--- src/tx16m_pkg.sv ---
// Shared types, codes and channel expansion tables for the 16bpp texture decoder.
`default_nettype none

package tx16m_pkg;

    localparam int MAX_PIXELS  = 65536;
    localparam int ADDR_W      = $clog2(MAX_PIXELS);
    localparam int COUNT_W     = ADDR_W + 1;
    localparam int DIM_W       = 9;
    localparam int AREA_W      = 2 * DIM_W;
    localparam int COORD_W     = 8;
    localparam int CFG_DATA_W  = 9;
    localparam int CFG_IDX_W   = 2;
    localparam int FIFO_DEPTH  = 4;
    localparam int FIFO_PTR_W  = $clog2(FIFO_DEPTH);
    localparam int FIFO_CNT_W  = FIFO_PTR_W + 1;

    // Request actions
    localparam logic [1:0] ACT_LOAD    = 2'd0;
    localparam logic [1:0] ACT_READ    = 2'd1;
    localparam logic [1:0] ACT_RESTART = 2'd2;

    // Configuration register indexes
    localparam logic [CFG_IDX_W-1:0] CFG_WIDTH  = 2'd0;
    localparam logic [CFG_IDX_W-1:0] CFG_HEIGHT = 2'd1;
    localparam logic [CFG_IDX_W-1:0] CFG_PIXEL  = 2'd2;
    localparam logic [CFG_IDX_W-1:0] CFG_LAYOUT = 2'd3;

    // Pixel formats
    localparam logic [7:0] PIX_ARGB1555 = 8'd0;
    localparam logic [7:0] PIX_RGB565   = 8'd1;
    localparam logic [7:0] PIX_ARGB4444 = 8'd2;

    // Layouts
    localparam logic [7:0] LAYOUT_TWIDDLED = 8'd1;
    localparam logic [7:0] LAYOUT_LINEAR   = 8'd9;

    // Result status codes
    localparam logic [2:0] ST_OK         = 3'd0;
    localparam logic [2:0] ST_NO_SIZE    = 3'd1;
    localparam logic [2:0] ST_BAD_PIXEL  = 3'd2;
    localparam logic [2:0] ST_BAD_LAYOUT = 3'd3;
    localparam logic [2:0] ST_SHORT      = 3'd4;
    localparam logic [2:0] ST_RANGE      = 3'd5;

    localparam int C_MAX5  = 31;
    localparam int C_MAX6  = 63;
    localparam int C_FULL8 = 255;

    typedef struct packed {
        logic [1:0]  action;
        logic [15:0] texel_word;
        logic [15:0] out_index;
    } t_req;

    typedef struct packed {
        logic [7:0] red;
        logic [7:0] green;
        logic [7:0] blue;
        logic [7:0] alpha;
        logic [2:0] status;
    } t_res;

    typedef struct packed {
        logic [DIM_W-1:0] width;
        logic [DIM_W-1:0] height;
        logic [7:0]       pixel_format;
        logic [7:0]       layout_format;
    } t_cfg;

    // One entry of the queue between the front and back ends.
    typedef struct packed {
        logic              is_write;
        logic [ADDR_W-1:0] addr;
        logic [15:0]       data;
        logic [2:0]        status;
        logic              blank;
        logic [1:0]        fmt;
    } t_job;

    typedef logic [31:0][7:0] t_lut5;
    typedef logic [63:0][7:0] t_lut6;

    function automatic t_lut5 build_lut5();
        t_lut5 lut;
        for (int i = 0; i < 32; i++) begin
            lut[i] = 8'((i * C_FULL8) / C_MAX5);
        end
        return lut;
    endfunction

    function automatic t_lut6 build_lut6();
        t_lut6 lut;
        for (int i = 0; i < 64; i++) begin
            lut[i] = 8'((i * C_FULL8) / C_MAX6);
        end
        return lut;
    endfunction

    localparam t_lut5 LUT5 = build_lut5();
    localparam t_lut6 LUT6 = build_lut6();

endpackage

`default_nettype wire

--- src/tx16m_fifo.sv ---
// Short request queue between the front and back ends.
`default_nettype none

module tx16m_fifo (
    input  wire logic            i_clk,
    input  wire logic            i_rst_n,
    input  wire logic            i_push,
    input  wire tx16m_pkg::t_job i_job,
    input  wire logic            i_pop,
    output tx16m_pkg::t_job      o_job,
    output logic                 o_empty,
    output logic                 o_full
);

    tx16m_pkg::t_job                  r_slot [tx16m_pkg::FIFO_DEPTH];
    logic [tx16m_pkg::FIFO_PTR_W-1:0] r_wr_ptr;
    logic [tx16m_pkg::FIFO_PTR_W-1:0] r_rd_ptr;
    logic [tx16m_pkg::FIFO_CNT_W-1:0] r_count;
    logic                             do_push;
    logic                             do_pop;

    assign o_empty = (r_count == '0);
    assign o_full  = (r_count == tx16m_pkg::FIFO_CNT_W'(tx16m_pkg::FIFO_DEPTH));
    assign do_push = i_push && !o_full;
    assign do_pop  = i_pop && !o_empty;
    assign o_job   = r_slot[r_rd_ptr];

    always_ff @(posedge i_clk) begin
        if (do_push) begin
            r_slot[r_wr_ptr] <= i_job;
        end
    end

    always_ff @(posedge i_clk) begin
        if (!i_rst_n) begin
            r_wr_ptr <= '0;
            r_rd_ptr <= '0;
            r_count  <= '0;
        end else begin
            if (do_push) begin
                r_wr_ptr <= r_wr_ptr + 1'b1;
            end
            if (do_pop) begin
                r_rd_ptr <= r_rd_ptr + 1'b1;
            end
            r_count <= r_count + tx16m_pkg::FIFO_CNT_W'(do_push)
                               - tx16m_pkg::FIFO_CNT_W'(do_pop);
        end
    end

endmodule

`default_nettype wire

--- config.mk ---
export PLATFORM = sky130hd
export DESIGN_NAME = tx16m_fifo
export DESIGN_NICKNAME = d
export VERILOG_FILES = /design/src/tx16m_pkg.sv /design/src/tx16m_fifo.sv
export SDC_FILE = /design/constraint.sdc
export NUM_CORES = 1
export LEC_CHECK = 0
export BUFFER_PORTS_ARGS = -buffer_cell sky130_fd_sc_hd__buf_2
export CAP_MARGIN = 10
export CORE_MARGIN = 3
export CORE_UTILIZATION = 40
export DETAILED_ROUTE_END_ITERATION = 8
export GPL_TIMING_DRIVEN = 1
export PLACE_DENSITY = 0.62
export SLEW_MARGIN = 20
export SYNTH_ARGS = -nofsm -noshare
export SYNTH_HDL_FRONTEND = slang
export SYNTH_SLANG_ARGS = --single-unit
--- constraint.sdc ---
create_clock -name i_clk -period 3.05 [get_ports i_clk]
set_input_delay 0.915 -clock i_clk [delete_from_list [all_inputs] [get_ports i_clk]]
set_output_delay 0.915 -clock i_clk [all_outputs]
set_load 0.01 [all_outputs]
# After elaboration in Yosys (flattened, before gate mapping)
# Memories as Yosys holds them, arrays and structs flattened. A register that Yosys moved wholly into a read port is not among the register bits.
# Index checks and enable logic that the tools add are counted.
# totals
mem_count	1
inputBits	43
output_inout_bits	41
elab_cells	18
ram_bits	156
reg_bits	7
# classes
n_reduce_logical	5
eq_ne	1
n_mux	4
addsub	4
# memory_table
memory	words	word_bits	rd	rd_clocked_by_memory_dff	wr	line_no	rtl
r_slot	4	39	1	1	1	tx16m_fifo.sv:15	tx16m_pkg::t_job r_slot [tx16m_pkg::FIFO_DEPTH];
# op_table
op	n
adder 2 x 1 -> 2 bit (second input constant)	2
2-to-1 mux 2 bit	2
adder 3 x 1 -> 3 bit	1
equality test 3 bit (second input constant)	1
logical NOT 3 bit	1
subtractor 3 x 1 -> 3 bit	1
logical AND 1 bit	2
logical NOT 1 bit	2
2-to-1 mux 1 bit	2

# Depth between registers and ports, before layout
# logic_depth
word_depth	5
mapped_depth	11
ltp_nobuf	10

# Least setup slack after synthesis
# No wires, ideal clock.
# synth_path
kind	input-to-reg
start	input i_push
end	register r_count[2] (netlist bit)
arrival_ps	2529
setup_time_ps	115
t_required_ps	2935
n_path_buf	1
cell_stages	10
slack_ps	407
cell_sequence	nor2b_1 clkbuf_1 inv_1 ha_1 inv_1 ha_1 fa_1 xnor2_1 xnor2_1 and2_1
# synth_between
elab_chain_cells	3
# synth_rtl
item	line_no	rtl
from (decl)	tx16m_fifo.sv:7	input wire logic i_push,
logical AND 1 bit	tx16m_fifo.sv:24	assign do_push = i_push && !o_full;
adder 3 x 1 -> 3 bit	tx16m_fifo.sv:46	r_count <= r_count + tx16m_pkg::FIFO_CNT_W'(do_push)
subtractor 3 x 1 -> 3 bit	tx16m_fifo.sv:47	- tx16m_pkg::FIFO_CNT_W'(do_pop);
to (signal assigned)	tx16m_fifo.sv:46	
to (decl)	tx16m_fifo.sv:18	logic [tx16m_pkg::FIFO_CNT_W-1:0] r_count;
# No other way between the ends.
# A chain may end at the register's enable or synchronous reset.

==> results.md <==
* Max Buffers Root-to-Sink at 2
* Hold WC Path Type: flop to flop
* Top post-synthesis cells by area: edfxtp_1 (77%), mux4_2 (14%), dfxtp_1 (3.0%)
* Post-synthesis instance total at 254
* Req. time, crit path at 2.13 ns
* Root Buffer: clkbuf_16
* #FFs+latches synth at 165
* Initial antenna violation count at 1
* Cell total after placement at 522
* Routed WL at 10,400 microns
* Gpl congestion at 0.680
* Relative slew margins at 0.724
* Area of the multi-input gates at 1150 sq um
* Wirelength per Cell at 18.8 microns
* CP Capture Type: output pin
* Via count of the routed design at 2,779
* H-tree levels at 4
* Finish-stage setup viols at 0
* Antenna-violating nets left at 0
* Worst Hold Depth at 2
* CP startpoint kind: flop
* Commonest non-fill, non-tap cell in the layout: edfxtp_1
* Synthesis-to-layout area growth at 21.4%
* First-pass GRT wire length at 16,300 microns
* All-Layer GR Usage at 0.134
* DRC at 0
* Clock-pin slew on the worst setup and hold paths at 0.06 ns
* Grt ovf at 0
* Nets at 407
* Setup Skew at 0.00784 ns
* Effective utilization at floorplan at 0.415
* Netlist Area Pre-Place at 6100 sq um
* Core area at 14,700 sq um
* Io pins at 84
* Max_cap viols at 0
* Power per standard cell area at 838 nW/um^2
* Status: finished, final reports clean
* Slew @ Worst Pin at 0.413 ns
* Worst slack at placement at 0.406 ns
* TritonCTS Sinks at 165
* FILL cells at 1,191
* Vias in the first global route at 3,070
* Crit path largest cell delay at 0.57 ns
* Setup CP Type: flop to output pin
* Syn avg cell area at 24.0 sq um
* Ant diodes at 0
* CP cell instances: buf_12 > mux4_2 > buf_2
* Die ar. at 16,800 sq um
* Area after DPL at 6800 sq um
* Finished Layout Cells at 554
* Leakage power at 2.54 nW
* Critical path fanouts, max at 39
* Post-route design area at 7400 sq um
* Worst Path Arrival at 1.84 ns
* YS warnings at 0
* Site row count at 44
* Port bufs at 83
* Register area at 4870 sq um
* Post-synth net total at 304
* Post CTS Setup Buffer Count at 0
* Levels on crit path at 3
* Largest delay share family, worst path: multiplexers
* CP bufs+invs at 2
* Mean number of vias per cell at 5.02
* Share of layout cells above drive strength 1 at 0.457
* DR pass1 iterations at 4
* Pins over their slew limit at 0
* Sequential element share of the synthesized area at 0.798
* Clock insertion delay at the later pin of the skew report at 0.41 ns
* CTS resizes at 0
* Hold_buf cts at 0
* Setup TNS at 0 ns
* Post-synth top area cell: edfxtp_1
* Cell variety after synth at 21
* Total chip power at 6.20 mW
* Chip width at 129 microns
* Achievable Freq at 364 MHz
* Unrepaired setup endpoints after global routing: no
* Clock tree from TritonCTS: built
* Total CTS buffers at 17
* Most frequent cells in the layout: edfxtp_1 (156), buf_2 (83), mux4_2 (39), clkbuf_16 (17), buf_4 (9)
* Reg2reg path depth at 9
* Worst path slowest cell: mux4_2
* Die Y at 129 microns
* Hold Fails Final Rpt at 0
* Worst VDD drop at 0.000539 V
* Part of the cycle the worst path needs at 0.902
* Final worst slack at 0.300 ns
* DRT iter0 DRCs at 162
* Top cell type's share of synthesized area at 0.768
* Pin count of the biggest net entering global routing at 40
* Final Critical Period at 2.75 ns
* Post-detail-place hpwl at 6240 microns
[per-stage QoR]
stage                      util  hold WS [ns]
after floorplan               -         0.461
after CTS                 0.504         0.482
after global placement    0.462         0.475
after global routing      0.504         0.541
final                     0.504         0.480
after detailed placement  0.462         0.472
[area by class of cell]
cell class              count  share of cell area
clock buffers              23              0.0646
clock inverters             9              0.0171
inverters                   6             0.00304
multi-input cells          73               0.156
flip-flops and latches    165               0.658
well taps                 184              0.0311
repair buffers             94              0.0707
[state kept, by name, summed over array words and instances (netlist names), named ones only]
name	flops
r_count	3
r_rd_ptr	2
r_slot	156
r_wr_ptr	2
[worst paths after layout]
check | startpoint | slack (ns) | to
worst max-delay path | flop | 0.30 | o_job[2]
worst max register to register | r_count[1] | 0.91 | r_count[2]
worst min-delay path | r_rd_ptr[0] | 0.48 | flop
worst min register to register | r_rd_ptr[0] | 0.48 | flop
[report_power, final]
group          switching, mW  leakage [nW]  internal (mW)
Sequential            0.0659          1.50           2.75
Combinational          0.642         0.736          0.606
Clock                  0.786         0.297           1.35
[cell usage after synthesis]
library cell  number
a21boi_0           1
dfxtp_1            9
buf_2              3
buf_4              2
clkbuf_1           3
inv_1              6
mux4_2            39
xnor2_1            2
o21ai_0            3
mux2i_1            2
fa_1               1
nor3_2             1
and2_1             7
or3_1              1
nor2b_1            2
ha_1               6
or4bb_1            1
nor3b_1            1
buf_6              2
nand2_1            6
edfxtp_1         156
[layer usage]
layer / up-vias / GRT usage / share of wire
li1: 1259 / - / -
met1: 1442 / 0.161 / 0.41
met2: 61 / 0.226 / 0.52
met3: 15 / 0.0544 / 0.051
met4: 2 / 0.0385 / 0.012
met5: - / 0 / 0.0013
[cells by family (layout without fill, tap and decap cells)]
family          after synthesis  in the layout  synth area share
flops                       165            165             0.798
mux                          41             41             0.147
simple gates                 19             19            0.0187
buf+inv                      16            132            0.0142
fa+ha+maj                     7              7            0.0156
compound gates                4              4           0.00369
xor+xnor                      2              2           0.00287
[worst reg2reg max path: stages, from the launching register on]
cell     delay (ns)
dfxtp_1        0.34
nor3_2         0.29
nor2b_1        0.12
ha_1           0.28
inv_1          0.03
ha_1           0.18
fa_1           0.38
xnor2_1        0.15
xnor2_1        0.12
and2_1         0.14
(Power assumes the default switching activity.)
