<file path="src/tx16m_pkg.sv">
// Shared types, codes and channel expansion tables for the 16bpp texture decoder.
`default_nettype none

package tx16m_pkg;

    localparam int MAX_PIXELS  = 65536;
    localparam int ADDR_W      = $clog2(MAX_PIXELS);
    localparam int COUNT_W     = ADDR_W + 1;
    localparam int DIM_W       = 9;
    localparam int AREA_W      = 2 * DIM_W;
    localparam int COORD_W     = 8;
    localparam int CFG_DATA_W  = 9;
    localparam int CFG_IDX_W   = 2;
    localparam int FIFO_DEPTH  = 4;
    localparam int FIFO_PTR_W  = $clog2(FIFO_DEPTH);
    localparam int FIFO_CNT_W  = FIFO_PTR_W + 1;

    // Request actions
    localparam logic [1:0] ACT_LOAD    = 2'd0;
    localparam logic [1:0] ACT_READ    = 2'd1;
    localparam logic [1:0] ACT_RESTART = 2'd2;

    // Configuration register indexes
    localparam logic [CFG_IDX_W-1:0] CFG_WIDTH  = 2'd0;
    localparam logic [CFG_IDX_W-1:0] CFG_HEIGHT = 2'd1;
    localparam logic [CFG_IDX_W-1:0] CFG_PIXEL  = 2'd2;
    localparam logic [CFG_IDX_W-1:0] CFG_LAYOUT = 2'd3;

    // Pixel formats
    localparam logic [7:0] PIX_ARGB1555 = 8'd0;
    localparam logic [7:0] PIX_RGB565   = 8'd1;
    localparam logic [7:0] PIX_ARGB4444 = 8'd2;

    // Layouts
    localparam logic [7:0] LAYOUT_TWIDDLED = 8'd1;
    localparam logic [7:0] LAYOUT_LINEAR   = 8'd9;

    // Result status codes
    localparam logic [2:0] ST_OK         = 3'd0;
    localparam logic [2:0] ST_NO_SIZE    = 3'd1;
    localparam logic [2:0] ST_BAD_PIXEL  = 3'd2;
    localparam logic [2:0] ST_BAD_LAYOUT = 3'd3;
    localparam logic [2:0] ST_SHORT      = 3'd4;
    localparam logic [2:0] ST_RANGE      = 3'd5;

    localparam int C_MAX5  = 31;
    localparam int C_MAX6  = 63;
    localparam int C_FULL8 = 255;

    typedef struct packed {
        logic [1:0]  action;
        logic [15:0] texel_word;
        logic [15:0] out_index;
    } t_req;

    typedef struct packed {
        logic [7:0] red;
        logic [7:0] green;
        logic [7:0] blue;
        logic [7:0] alpha;
        logic [2:0] status;
    } t_res;

    typedef struct packed {
        logic [DIM_W-1:0] width;
        logic [DIM_W-1:0] height;
        logic [7:0]       pixel_format;
        logic [7:0]       layout_format;
    } t_cfg;

    // One entry of the queue between the front and back ends.
    typedef struct packed {
        logic              is_write;
        logic [ADDR_W-1:0] addr;
        logic [15:0]       data;
        logic [2:0]        status;
        logic              blank;
        logic [1:0]        fmt;
    } t_job;

    typedef logic [31:0][7:0] t_lut5;
    typedef logic [63:0][7:0] t_lut6;

    function automatic t_lut5 build_lut5();
        t_lut5 lut;
        for (int i = 0; i < 32; i++) begin
            lut[i] = 8'((i * C_FULL8) / C_MAX5);
        end
        return lut;
    endfunction

    function automatic t_lut6 build_lut6();
        t_lut6 lut;
        for (int i = 0; i < 64; i++) begin
            lut[i] = 8'((i * C_FULL8) / C_MAX6);
        end
        return lut;
    endfunction

    localparam t_lut5 LUT5 = build_lut5();
    localparam t_lut6 LUT6 = build_lut6();

endpackage

`default_nettype wire

</file>
<file path="src/tx16m_front.sv">
// Front end: classifies requests, tracks the load position and forms queue entries.
`default_nettype none

module tx16m_front (
    input  wire logic             i_clk,
    input  wire logic             i_rst_n,
    input  wire logic             i_accept,
    input  wire tx16m_pkg::t_req  i_req,
    input  wire tx16m_pkg::t_cfg  i_cfg,
    output tx16m_pkg::t_job       o_job,
    output logic                  o_push
);

    logic [tx16m_pkg::COUNT_W-1:0] r_load_count;
    logic [tx16m_pkg::COUNT_W-1:0] n_load_count;
    logic [tx16m_pkg::AREA_W-1:0]  area;
    logic [tx16m_pkg::COORD_W-1:0] pos_x;
    logic [tx16m_pkg::COORD_W-1:0] pos_y;
    logic [tx16m_pkg::COUNT_W-1:0] twiddle_src;
    logic                          store_full;
    logic                          twiddled;
    logic                          outside;
    logic [2:0]                    status;

    assign area = tx16m_pkg::AREA_W'(i_cfg.width) * tx16m_pkg::AREA_W'(i_cfg.height);

    // Morton de-interleave: even index bits give x, odd bits give y.
    always_comb begin
        for (int k = 0; k < tx16m_pkg::COORD_W; k++) begin
            pos_x[k] = i_req.out_index[2*k];
            pos_y[k] = i_req.out_index[2*k+1];
        end
    end

    assign twiddle_src = tx16m_pkg::COUNT_W'(pos_y) * tx16m_pkg::COUNT_W'(i_cfg.width)
                       + tx16m_pkg::COUNT_W'(pos_x);
    assign twiddled    = (i_cfg.layout_format == tx16m_pkg::LAYOUT_TWIDDLED);
    assign outside     = twiddled && ((tx16m_pkg::DIM_W'(pos_x) >= i_cfg.width) ||
                                      (tx16m_pkg::DIM_W'(pos_y) >= i_cfg.height));
    assign store_full  = (r_load_count == tx16m_pkg::COUNT_W'(tx16m_pkg::MAX_PIXELS));

    always_comb begin
        if (i_cfg.width == '0 || i_cfg.height == '0) begin
            status = tx16m_pkg::ST_NO_SIZE;
        end else if (i_cfg.pixel_format > tx16m_pkg::PIX_ARGB4444) begin
            status = tx16m_pkg::ST_BAD_PIXEL;
        end else if (!twiddled && i_cfg.layout_format != tx16m_pkg::LAYOUT_LINEAR) begin
            status = tx16m_pkg::ST_BAD_LAYOUT;
        end else if (tx16m_pkg::AREA_W'(r_load_count) < area) begin
            status = tx16m_pkg::ST_SHORT;
        end else if (tx16m_pkg::AREA_W'(i_req.out_index) >= area) begin
            status = tx16m_pkg::ST_RANGE;
        end else begin
            status = tx16m_pkg::ST_OK;
        end
    end

    always_comb begin
        n_load_count = r_load_count;
        o_push       = 1'b0;
        o_job        = '0;
        o_job.data   = i_req.texel_word;
        o_job.fmt    = i_cfg.pixel_format[1:0];
        o_job.status = status;
        o_job.blank  = (status != tx16m_pkg::ST_OK) || outside;
        if (i_accept) begin
            case (i_req.action)
                tx16m_pkg::ACT_LOAD: begin
                    if (!store_full) begin
                        o_push         = 1'b1;
                        o_job.is_write = 1'b1;
                        o_job.addr     = r_load_count[tx16m_pkg::ADDR_W-1:0];
                        n_load_count   = r_load_count + 1'b1;
                    end
                end
                tx16m_pkg::ACT_READ: begin
                    o_push     = 1'b1;
                    // The status checks keep the address of every read that is not blanked below the load count.
                    o_job.addr = twiddled ? twiddle_src[tx16m_pkg::ADDR_W-1:0]
                                          : i_req.out_index;
                end
                tx16m_pkg::ACT_RESTART: begin
                    n_load_count = '0;
                end
                default: begin
                end
            endcase
        end
    end

    always_ff @(posedge i_clk) begin
        if (!i_rst_n) begin
            r_load_count <= '0;
        end else begin
            r_load_count <= n_load_count;
        end
    end

endmodule

`default_nettype wire

</file>
<file path="config.mk">
export PLATFORM = sky130hd
export DESIGN_NAME = tx16m_front
export DESIGN_NICKNAME = d
export VERILOG_FILES = /design/src/tx16m_pkg.sv /design/src/tx16m_front.sv
export SDC_FILE = /design/constraint.sdc
export NUM_CORES = 1
export LEC_CHECK = 0
export BUFFER_PORTS_ARGS = -buffer_cell sky130_fd_sc_hd__buf_2
export CORE_MARGIN = 3
export CORE_UTILIZATION = 40
export DETAILED_ROUTE_END_ITERATION = 7
export PLACE_DENSITY_LB_ADDON = 0.1
export RECOVER_POWER = 25
export SYNTH_ARGS = -nofsm -noshare
export SYNTH_HDL_FRONTEND = slang
export SYNTH_SLANG_ARGS = --single-unit
</file>
<file path="constraint.sdc">
create_clock -name i_clk -period 8.4 [get_ports i_clk]
set_input_delay 0.84 -clock i_clk [delete_from_list [all_inputs] [get_ports i_clk]]
set_output_delay 0.84 -clock i_clk [all_outputs]
set_load 0.005 [all_outputs]
</file>
**After elaboration in Yosys (flattened, before gate mapping)**

Index checks and enable logic that the tools add are counted.

- Mux-type cells: 15
- Reduce and logical (&&, ||, !) cells: 12
- Add/subtract/negate cells: 2
- Multipliers: 2
- Equal/unequal tests: 6
- Magnitude comparators: 5

Operators with widths:

| cell | count |
|---|---|
| 17-bit 2-to-1 mux | 3 |
| 17-bit case mux with 2 select lines | 1 |
| 16-bit case mux with 2 select lines | 1 |
| 16-bit by 18-bit >= comparator with 1-bit output | 1 |
| 8-bit by 9-bit >= comparator with 1-bit output | 2 |
| 9-bit logical NOT | 2 |
| 17-bit by 18-bit < comparator with 1-bit output | 1 |
| 9-bit by 9-bit multiplier with 18-bit output | 1 |
| 17-bit by 1-bit adder with 17-bit output, second input constant | 1 |
| 17-bit == test, second input constant | 1 |
| 16-bit by 8-bit adder with 16-bit output | 1 |
| 8-bit by 9-bit multiplier with 16-bit output | 1 |
| 16-bit 2-to-1 mux | 1 |
| 3-bit 2-to-1 mux | 5 |
| 8-bit by 1-bit == test with 1-bit output, second input constant | 1 |
| 8-bit by 2-bit > comparator with 1-bit output, second input constant | 1 |
| 8-bit by 4-bit inequality test with 1-bit output, second input constant | 1 |
| 1-bit logical OR | 3 |
| 1-bit 2-to-1 mux | 3 |
| 3-bit AND reduction | 1 |
| 3-bit nonzero test | 1 |
| 2-bit by 1-bit == test with 1-bit output, second input constant | 1 |
| 2-bit == test, second input constant | 1 |
| 1-bit logical AND | 2 |
| other kinds (5) | 5 |

- Word-level logic and storage cells: 43
- Bits in registers: 17
- Output and inout port bits: 40
- Input bits: 71

**Depth between registers and ports, before layout**

Gate-level depths: netlist of the first run.

- Depth in word-level cells: 9
- Depth in mapped cells: 29

**Least setup slack after synthesis of the first run**

OpenSTA, ideal clock, no wires.

- Path kind: input to output
- Start: input i_cfg[30] in the netlist's numbering
- End: output o_job[5] in the netlist's numbering
- Stages: 25
- Slack: 1,185 ps
- Path buffers: 1
- Arrival: 6,375 ps
- Data required time: 7,560 ps
- Path through: clkbuf_1 nand2_1 fa_1 inv_1 fa_1 inv_1 fa_1 fa_1 inv_1 ha_1 o21ai_0 nand2b_1 and2_1 o21ai_0 nand2b_1 xnor2_1 ha_1 nor2b_1 o311a_1 a2111oi_0 maj3_1 nand2_1 a41o_1 a31oi_1 o31a_1

RTL lines:

| item | RTL line | source |
|---|---|---|
| start: declaration | tx16m_front.sv:9 | `input wire tx16m_pkg::t_cfg i_cfg,` |
| end: declaration | tx16m_front.sv:10 | `output tx16m_pkg::t_job o_job,` |

==> results.txt, run 1 <==
Die footprint: 20300 um2
Syn Area/Cell: 7.89 um2
Final hold viol count: 0
TNS Setup: 0 ps
Reg with most FFs: r_load_count
TritonCTS clock tree: yes
Pwr Total: 1620 uW
IO Pins: 111
1st-iter DRT viols: 306
Synth cell types: 57
Ant diodes: 0
Cell Area, Synth: 7440 um2
Routed Antenna Nets: 0
Type of element capturing the critical path: primary output
Setup CP Type: in2out
Synth Register Bits: 17
Slew margin rel.: 0.429
CP Launch Type: primary input
Via count: 6331
Antenna violations before repair: 0
Pre-antenna DRT Iters: 5
Top cell type's share of synthesized area: 0.266
Critical path data arrival time: 6990 ps
Cell Rows: 49
Max reg flops: 17
Per-cell routed wire length: 17.3 um
YS warnings: 0
RSZ-0062 raised after global routing: no
H-tree depth: 1
Slew Viols, Final: 0
Clock root buffer: clkbuf_16
Biggest regs: r_load_count (17)
Remaining global-route overflow: 0
GR Util All Layers: 0.212
Status: finished clean
Cell taking the most area after synthesis: fa_1
Net Count, Synth: 1231
Largest net degree at the start of global routing: 19
I/O Buffers: 78
Core area: 18100 um2
Synth Flop Type: dfxtp_1
HP Class: reg2reg
Resized cells post-CTS: 0
Chip Width: 142 um
Nets: 1272
Count leader, synth: inv_1
Drc violations: 0
Sequential fraction of the synthesis area: 0.0457
Design Area, Final: 7990 um2
Worst clock skew: 1.32 ps
Minimum clock period: 7830 ps
First-pass GRT wire length: 34000 um
Placed wire-length estimate: 17400 um
CTS clk-pin slew, worst paths: 50 ps
Area contributors post-synth: fa_1 27%, ha_1 20%, inv_1 8.9%
GP Congestion: 0.836
Starting Density: 0.410
Post-DR vias/cell: 5.22
Post-Route WL: 21000 um
Vias in the first global route: 6231
Pwr dens: 203 nW/um2
Setup violators final: 0
Post-CTS Setup Bufs: 0
FMAX: 128 MHz
Placed cell areas: 7910 um2
Crit path required time: 7560 ps
Max-cap violations: 0
Fraction of registers with async set/reset: 0
Pleak: 0.00424 uW
Clk_lat worst skew: 250 ps
Period Utilization, post-route: 0.932
Total CTS buffers: 3
WHS: 578 ps
Peak supply drop: 0.000120 V
Layout area overhead: 7.36%
Die H: 142 um
Critical Path Fanout Max: 13
Clk buf depth: 2
Mapped Cells: 943
Worst-Margin Slew: 853 ps
Post-CTS Hold Fix Bufs: 0
Number of synthesized flops with an enable pin: 0
Clock sink count: 17
Synth top cells by count: 176 x inv_1, 119 x nand2_1, 118 x ha_1
Fraction of layout instances using a drive strength above 1: 0.101
placed cells by master (no fill, tap or decap), types with 4 or more instances in the layout:
| master | synthesis | layout |
|---|---|---|
| and2_1 | 48 | 48 |
| buf_2 | 1 | 78 |
| nor4_1 | 7 | 7 |
| o21ai_0 | 26 | 26 |
| o21a_1 | 4 | 4 |
| or2_2 | 5 | 5 |
| nand2_1 | 119 | 119 |
| ha_1 | 118 | 118 |
| buf_4 | 18 | 5 |
| and3_1 | 8 | 8 |
| nor2_1 | 76 | 76 |
| nand4_1 | 9 | 9 |
| fa_1 | 99 | 99 |
| a211oi_1 | 4 | 4 |
| o21bai_1 | 6 | 6 |
| nor2b_1 | 8 | 8 |
| nand3_1 | 9 | 9 |
| nand2b_1 | 6 | 6 |
| xnor2_1 | 20 | 20 |
| xor2_1 | 15 | 15 |
| or3_1 | 6 | 6 |
| a22oi_1 | 7 | 7 |
| nor3_1 | 4 | 4 |
| dfxtp_1 | 17 | 17 |
| a21oi_1 | 36 | 36 |
| inv_1 | 176 | 176 |
| a21o_1 | 15 | 15 |
| a31oi_1 | 4 | 4 |
cell type report:
cell class / count / area, um2
multi-input combinational: 702 / 6190
sequential: 17 / 340
timing repair buffer: 83 / 428
fill: 1902 / 10200
tap: 229 / 287
clock buffer: 4 / 78.8
inverter: 177 / 664
worst paths after layout:
check	cells past startpoint	from	endpoint	slack, ps
max	25	i_cfg[27]	o_job[2]	570
min	2	r_load_count[5]$_SDFFE_PN0P_	r_load_count[5]$_SDFFE_PN0P_	580
max reg2reg	9	r_load_count[0]$_SDFFE_PN0P_	r_load_count[15]$_SDFFE_PN0P_	5790
min reg2reg	2	r_load_count[5]$_SDFFE_PN0P_	r_load_count[5]$_SDFFE_PN0P_	580
worst max-delay path, cell delays in order:
cell	delay, ps
buf_2	280
inv_1	220
nor2_1	190
fa_1	460
fa_1	520
fa_1	550
inv_1	50
fa_1	530
inv_1	40
ha_1	360
and3_1	200
o21ai_0	250
nand3b_1	130
xnor2_1	180
ha_1	330
nand4_1	90
nor2_1	120
o31a_1	160
a2111oi_0	70
maj3_1	360
nand2_1	90
a21o_1	110
a31oi_1	130
or4_1	560
buf_2	140
stage by stage:
| stage | util | worst slack, ps | cells |
|---|---|---|---|
| floorplan | - | 1180 | 943 |
| global placement | 0.436 | 619 | 1208 |
| detailed placement | 0.436 | 597 | 1208 |
| CTS | 0.440 | 582 | 1212 |
| global route | 0.440 | 69.4 | 1212 |
| finish | 0.440 | 574 | 1212 |
power by group:
group	leakage (uW)	switching, uW	internal (uW)	total [uW]
clock	0.0000382	31.5	64.5	96.0
combinational	0.00407	813	634	1450
sequential	0.000137	0.648	81.1	81.7
layer usage:
metal / track usage / up-vias / share of wire
met5: 0 / - / 0
met4: 0.0190 / 0 / 0.0076
met3: 0.0158 / 12 / 0.049
met2: 0.357 / 159 / 0.47
met1: 0.312 / 3066 / 0.47
li1: - / 3094 / -
cell families after synthesis:
group,share of synthesized area
flops,0.0457
simple gates,0.201
fa+ha+maj,0.467
xor+xnor,0.0449
buf+inv,0.122
mux,0.00135
compound gates,0.117
(Power assumes the default switching activity.)
==> inputs of run 2 (changes only) <==
Settings changed: PLACE_DENSITY_LB_ADDON 0.1 to not set.
==> results.txt, run 2 (same netlist as run 1, synthesis figures left out) <==
IO Pins: 111 (unchanged)
Slew margin rel.: 0.512 (was 0.429)
Critical Path Start: i_cfg[27] (unchanged)
GP Congestion: 0.881 (was 0.836)
Reg with most FFs: r_load_count (unchanged)
Met1 Resource Use GR: 0.294 (was 0.312)
Resized cells post-CTS: 0 (unchanged)
Setup CP Type: in2out (unchanged)
Clk_lat worst skew: 250 ps (about the same)
Met3 Use GR: 0.0249 (was 0.0158)
Commonest non-fill, non-tap cell in the layout: inv_1 (unchanged)
Crit path max-delay cell type: fa_1 (was or4_1)
RSZ-0062 raised after global routing: no (unchanged)
GRT met2 Usage: 0.343 (was 0.357)
Post-CTS Hold Fix Bufs: 0 (unchanged)
Biggest regs: r_load_count (17) (unchanged)
Type of element capturing the critical path: primary output (unchanged)
Vias in the first global route: 6324 (was 6231)
Die H: 142 um (unchanged)
I/O Buffers: 78 (unchanged)
H-tree depth: 1 (unchanged)
Per-cell routed wire length: 17.0 um (was 17.3 um)
Most frequent cells in the layout: 176 x inv_1, 119 x nand2_1, 118 x ha_1 (unchanged)
Pre-antenna DRT Iters: 8 (was 5)
Antenna violations before repair: 0 (unchanged)
Cell Rows: 49 (unchanged)
Layout area overhead: 7.28% (was 7.36%)
Critical path data arrival time: 6890 ps (was 6990 ps)
Nets: 1271 (was 1272)
Core area: 18100 um2 (unchanged)
Die footprint: 20300 um2 (unchanged)
CTS clk-pin slew, worst paths: 50 ps (about the same)
Post-CTS Setup Bufs: 0 (unchanged)
CP Launch Type: primary input (unchanged)
Clk buf depth: 2 (unchanged)
Worst clock skew: 5.48 ps (was 1.32 ps)
Placed wire-length estimate: 17000 um (was 17400 um)
Routed Antenna Nets: 0 (unchanged)
1st-iter DRT viols: 427 (was 306)
Hold_sp: r_load_count[5]$_SDFFE_PN0P_ (unchanged)
Reg-to-Reg Start: r_load_count[0]$_SDFFE_PN0P_ (unchanged)
Clock sink count: 17 (unchanged)
Peak supply drop: 0.000138 V (was 0.000120 V)
TNS Setup: 0 ps (unchanged)
TritonCTS clock tree: yes (unchanged)
Status: finished clean (unchanged)
HP Class: reg2reg (unchanged)
Post-DR vias/cell: 5.27 (was 5.22)
Period Utilization, post-route: 0.920 (was 0.932)
Largest net degree at the start of global routing: 19 (unchanged)
Crit path required time: 7560 ps (about the same)
Total CTS buffers: 3 (unchanged)
Minimum clock period: 7730 ps (was 7830 ps)
Slew Viols, Final: 0 (unchanged)
Remaining global-route overflow: 0 (unchanged)
Clock root buffer: clkbuf_16 (unchanged)
First-pass GRT wire length: 33300 um (was 34000 um)
Delay of the slowest critical-path stage: 550 ps (was 560 ps)
FMAX: 129 MHz (was 128 MHz)
Ant diodes: 0 (unchanged)
Pleak: 0.00424 uW (about the same)
Worst-Margin Slew: 730 ps (was 853 ps)
Max reg flops: 17 (unchanged)
Setup violators final: 0 (unchanged)
Critical Path Fanout Max: 13 (unchanged)
Via count: 6387 (was 6331)
Max-cap violations: 0 (unchanged)
Post-Route WL: 20500 um (was 21000 um)
Most frequent CP cell: fa_1 (unchanged)
Pwr dens: 203 nW/um2 (about the same)
Fraction of layout instances using a drive strength above 1: 0.101 (about the same)
Final hold viol count: 0 (unchanged)
Most Crowded Layer GR: met2 (unchanged)
Starting Density: 0.410 (unchanged)
GR Util All Layers: 0.205 (was 0.212)
Drc violations: 0 (unchanged)
Chip Width: 142 um (unchanged)
Pwr Total: 1620 uW (about the same)
Util after Layout: 0.440 (about the same)
-- run 2: worst max-delay path, delay by kind of cell --
kind                       cells  cell delay [ps]
adders and majority gates      7             2980
xor gates and xnor gates       1              230
and+or+nand+nor                6              720
buffers and inverters          5              670
AOI/OAI and AO/OA              6             1430
-- run 2: cell type report --
type	instances	area [um2]
Tap cell	229	287
Sequential cell	17	340
Multi-Input combinational cell	702	6190
Timing Repair Buffer	82	420
Fill cell	1866	10200
Clock inverter	1	5.00
Inverter	177	664
Clock buffer	3	75.1
-- run 2: report_power, final --
| part | leakage, uW | switching [uW] | internal [uW] | total, uW |
|---|---|---|---|---|
| combinational | 0.00406 | 812 | 634 | 1450 |
| clock | 0.0000409 | 32.1 | 63.7 | 95.8 |
| sequential | 0.000137 | 0.619 | 81.0 | 81.7 |
-- run 2: stage by stage --
step,cells,setup slack (ps),hold slack [ps],cell area [um2]
6_report,1211,669,576,7980
5_1_grt,1211,230,621,7980
4_1_cts,1211,655,570,7980
3_5_place_dp,1207,654,562,7900
3_3_place_gp,1207,697,558,7900
2_1_floorplan,943,1180,484,7440
-- run 2: path summary, 6_finish.rpt --
kind         slack (ps)  cells past startpoint                       endpoint
max                 670                     25                       o_job[5]
min                 580                      2   r_load_count[5]$_SDFFE_PN0P_
max reg2reg        5840                      9  r_load_count[13]$_SDFFE_PN0P_
min reg2reg         580                      2   r_load_count[5]$_SDFFE_PN0P_
-- run 2: layer usage --
metal,wire [um],share of wire
met5,0,0
met4,219,0.011
met3,1240,0.061
met2,9640,0.47
met1,9420,0.46
==> inputs of run 3 (changes only) <==
Settings changed: CORE_MARGIN 3 to 2, CTS_BUF_LIST set to sky130_fd_sc_hd__clkbuf_8.
Clock period 8.4 ns to 8.85 ns, I/O delays scaled along.
==> results.txt, run 3 (same netlist as run 1, synthesis figures left out) <==
Post-DR vias/cell: 5.30 (was 5.27)
Chip Width: 140 um (was 142 um)
Crit path max-delay cell type: fa_1 (unchanged)
Reg-to-Reg Start: r_load_count[0]$_SDFFE_PN0P_ (unchanged)
Biggest regs: r_load_count (17) (unchanged)
Most frequent CP cell: fa_1 (unchanged)
FMAX: 126 MHz
Fraction of layout instances using a drive strength above 1: 0.0990 (was 0.101)
Remaining global-route overflow: 0 (unchanged)
GR Util All Layers: 0.211 (was 0.205)
Cell Rows: 49 (unchanged)
Clock root buffer: clkbuf_8 (was clkbuf_16)
Minimum clock period: 7930 ps
Resized cells post-CTS: 0 (unchanged)
Post-CTS Setup Bufs: 0 (unchanged)
Pre-antenna DRT Iters: 6 (was 8)
Peak supply drop: 0.000130 V (was 0.000138 V)
Vias in the first global route: 6544 (was 6324)
Die footprint: 19700 um2 (was 20300 um2)
Commonest non-fill, non-tap cell in the layout: inv_1 (unchanged)
CP bufs+invs: 5 (unchanged)
RSZ-0062 raised after global routing: no (unchanged)
Via count: 6413 (was 6387)
Placed cell areas: 7890 um2 (was 7900 um2)
Slew margin rel.: 0.522 (was 0.512)
TritonCTS clock tree: yes (unchanged)
HP Class: reg2reg (unchanged)
Starting Density: 0.411 (was 0.410)
Layout area overhead: 6.62% (was 7.28%)
Critical path data arrival time: 7040 ps (was 6890 ps)
Die H: 140 um (was 142 um)
Min-Delay Path Depth: 2 (unchanged)
Drc violations: 0 (unchanged)
Worst-Margin Slew: 714 ps (was 730 ps)
Nets: 1269 (was 1271)
Worst clock skew: 6.98 ps (was 5.48 ps)
CTS clk-pin slew, worst paths: 60 ps (was 50 ps)
Type of element capturing the critical path: primary output (unchanged)
I/O Buffers: 78 (unchanged)
Clock sink count: 17 (unchanged)
Pleak: 0.00422 uW (was 0.00424 uW)
1st-iter DRT viols: 310 (was 427)
Max-cap violations: 0 (unchanged)
Core area: 18100 um2 (about the same)
H-tree depth: 1 (unchanged)
Top Family by Delay on Critical Path: adder cells (unchanged)
Post-CTS Hold Fix Bufs: 0 (unchanged)
Pwr dens: 190 nW/um2 (was 203 nW/um2)
Hold_sp: r_load_count[13]$_SDFFE_PN0P_ (was r_load_count[5]$_SDFFE_PN0P_)
Util after Layout: 0.439 (was 0.440)
Per-cell routed wire length: 16.8 um (was 17.0 um)
R2R setup slack: 6300 ps (was 5840 ps)
Max reg flops: 17 (unchanged)
First-pass GRT wire length: 33300 um (about the same)
R2R depth: 9 (unchanged)
Period Utilization, post-route: 0.896
Clk_lat worst skew: 250 ps (about the same)
Final hold viol count: 0 (unchanged)
Largest net degree at the start of global routing: 20 (was 19)
Setup ws final: 921 ps (was 669 ps)
Placed wire-length estimate: 16700 um (was 17000 um)
Placed insts: 1205 (was 1207)
Crit path required time: 7970 ps (was 7560 ps)
GP Congestion: 0.854 (was 0.881)
Most frequent cells in the layout: 176 x inv_1, 119 x nand2_1, 118 x ha_1 (unchanged)
Clk buf depth: 2 (unchanged)
R2r endpoint: r_load_count[15]$_SDFFE_PN0P_ (was r_load_count[13]$_SDFFE_PN0P_)
Antenna violations before repair: 0 (unchanged)
Setup WS pre-CTS: 955 ps (was 654 ps)
Delay of the slowest critical-path stage: 550 ps (about the same)
Design Area, Final: 7940 um2 (was 7980 um2)
Critical Path Fanout Max: 13 (unchanged)
IO Pins: 111 (unchanged)
TNS Setup: 0 ps (unchanged)
Non-filler cells, final: 1209 (was 1211)
Total CTS buffers: 3 (unchanged)
Hold endpoint: r_load_count[13]$_SDFFE_PN0P_ (was r_load_count[5]$_SDFFE_PN0P_)
Setup CP Type: in2out (unchanged)
Routed Antenna Nets: 0 (unchanged)
Slew Viols, Final: 0 (unchanged)
CP Launch Type: primary input (unchanged)
Reg with most FFs: r_load_count (unchanged)
Status: finished clean (unchanged)
Setup violators final: 0 (unchanged)
Post-Route WL: 20300 um (was 20500 um)
Ant diodes: 0 (unchanged)
## run 3: worst reg2reg max path: cells and delay by family (launching register included)
| family | cells | cell delay (ps) |
|---|---|---|
| flip-flops | 1 | 460 |
| AO/OA/AOI/OAI | 2 | 400 |
| adder cells (fa/ha/maj) | 1 | 190 |
| buffers and inverters | 1 | 70 |
| AND/OR/NAND/NOR | 5 | 1350 |
## run 3: where the power goes
part | total, uW | leakage, uW | internal, uW | switching, uW
logic | 1380 | 0.00405 | 603 | 772
clock network | 58.6 | 0.0000255 | 31.3 | 27.3
registers | 77.3 | 0.000137 | 76.8 | 0.571
## run 3: layout make-up
class,count,area [um2]
Sequential cell,17,340
Timing Repair Buffer,80,405
Fill cell,1886,10200
Multi-Input combinational cell,702,6190
Tap cell,229,287
Inverter,177,664
Clock buffer,3,41.3
Clock inverter,1,5.00
## run 3: through the flow
stage | power (uW) | hold slack [ps]
after floorplan | 1170 | 484
after CTS | 1520 | 571
after detailed placement | 1450 | 563
after global placement | 1430 | 553
final | 1510 | 581
after global routing | 1730 | 593
## run 3: metal layers
metal / GRT usage / vias up / part of all wire
li1: - / 3083 / -
met1: 0.293 / 3139 / 0.46
met2: 0.365 / 168 / 0.47
met3: 0.0195 / 23 / 0.050
met4: 0.0330 / 0 / 0.016
met5: 0 / - / 0
## run 3: how the worst max path moves through the flow
stage	start	end	slack [ps]	depth (start not counted)
global route	i_cfg[26]	o_job[5]	450	27
detailed placement	i_cfg[27]	o_job[5]	960	25
finish	i_cfg[27]	o_job[5]	920	25
CTS	i_cfg[26]	o_job[5]	950	26
global placement	i_cfg[26]	o_job[5]	1070	26
floorplan	i_cfg[30]	o_job[5]	1540	25
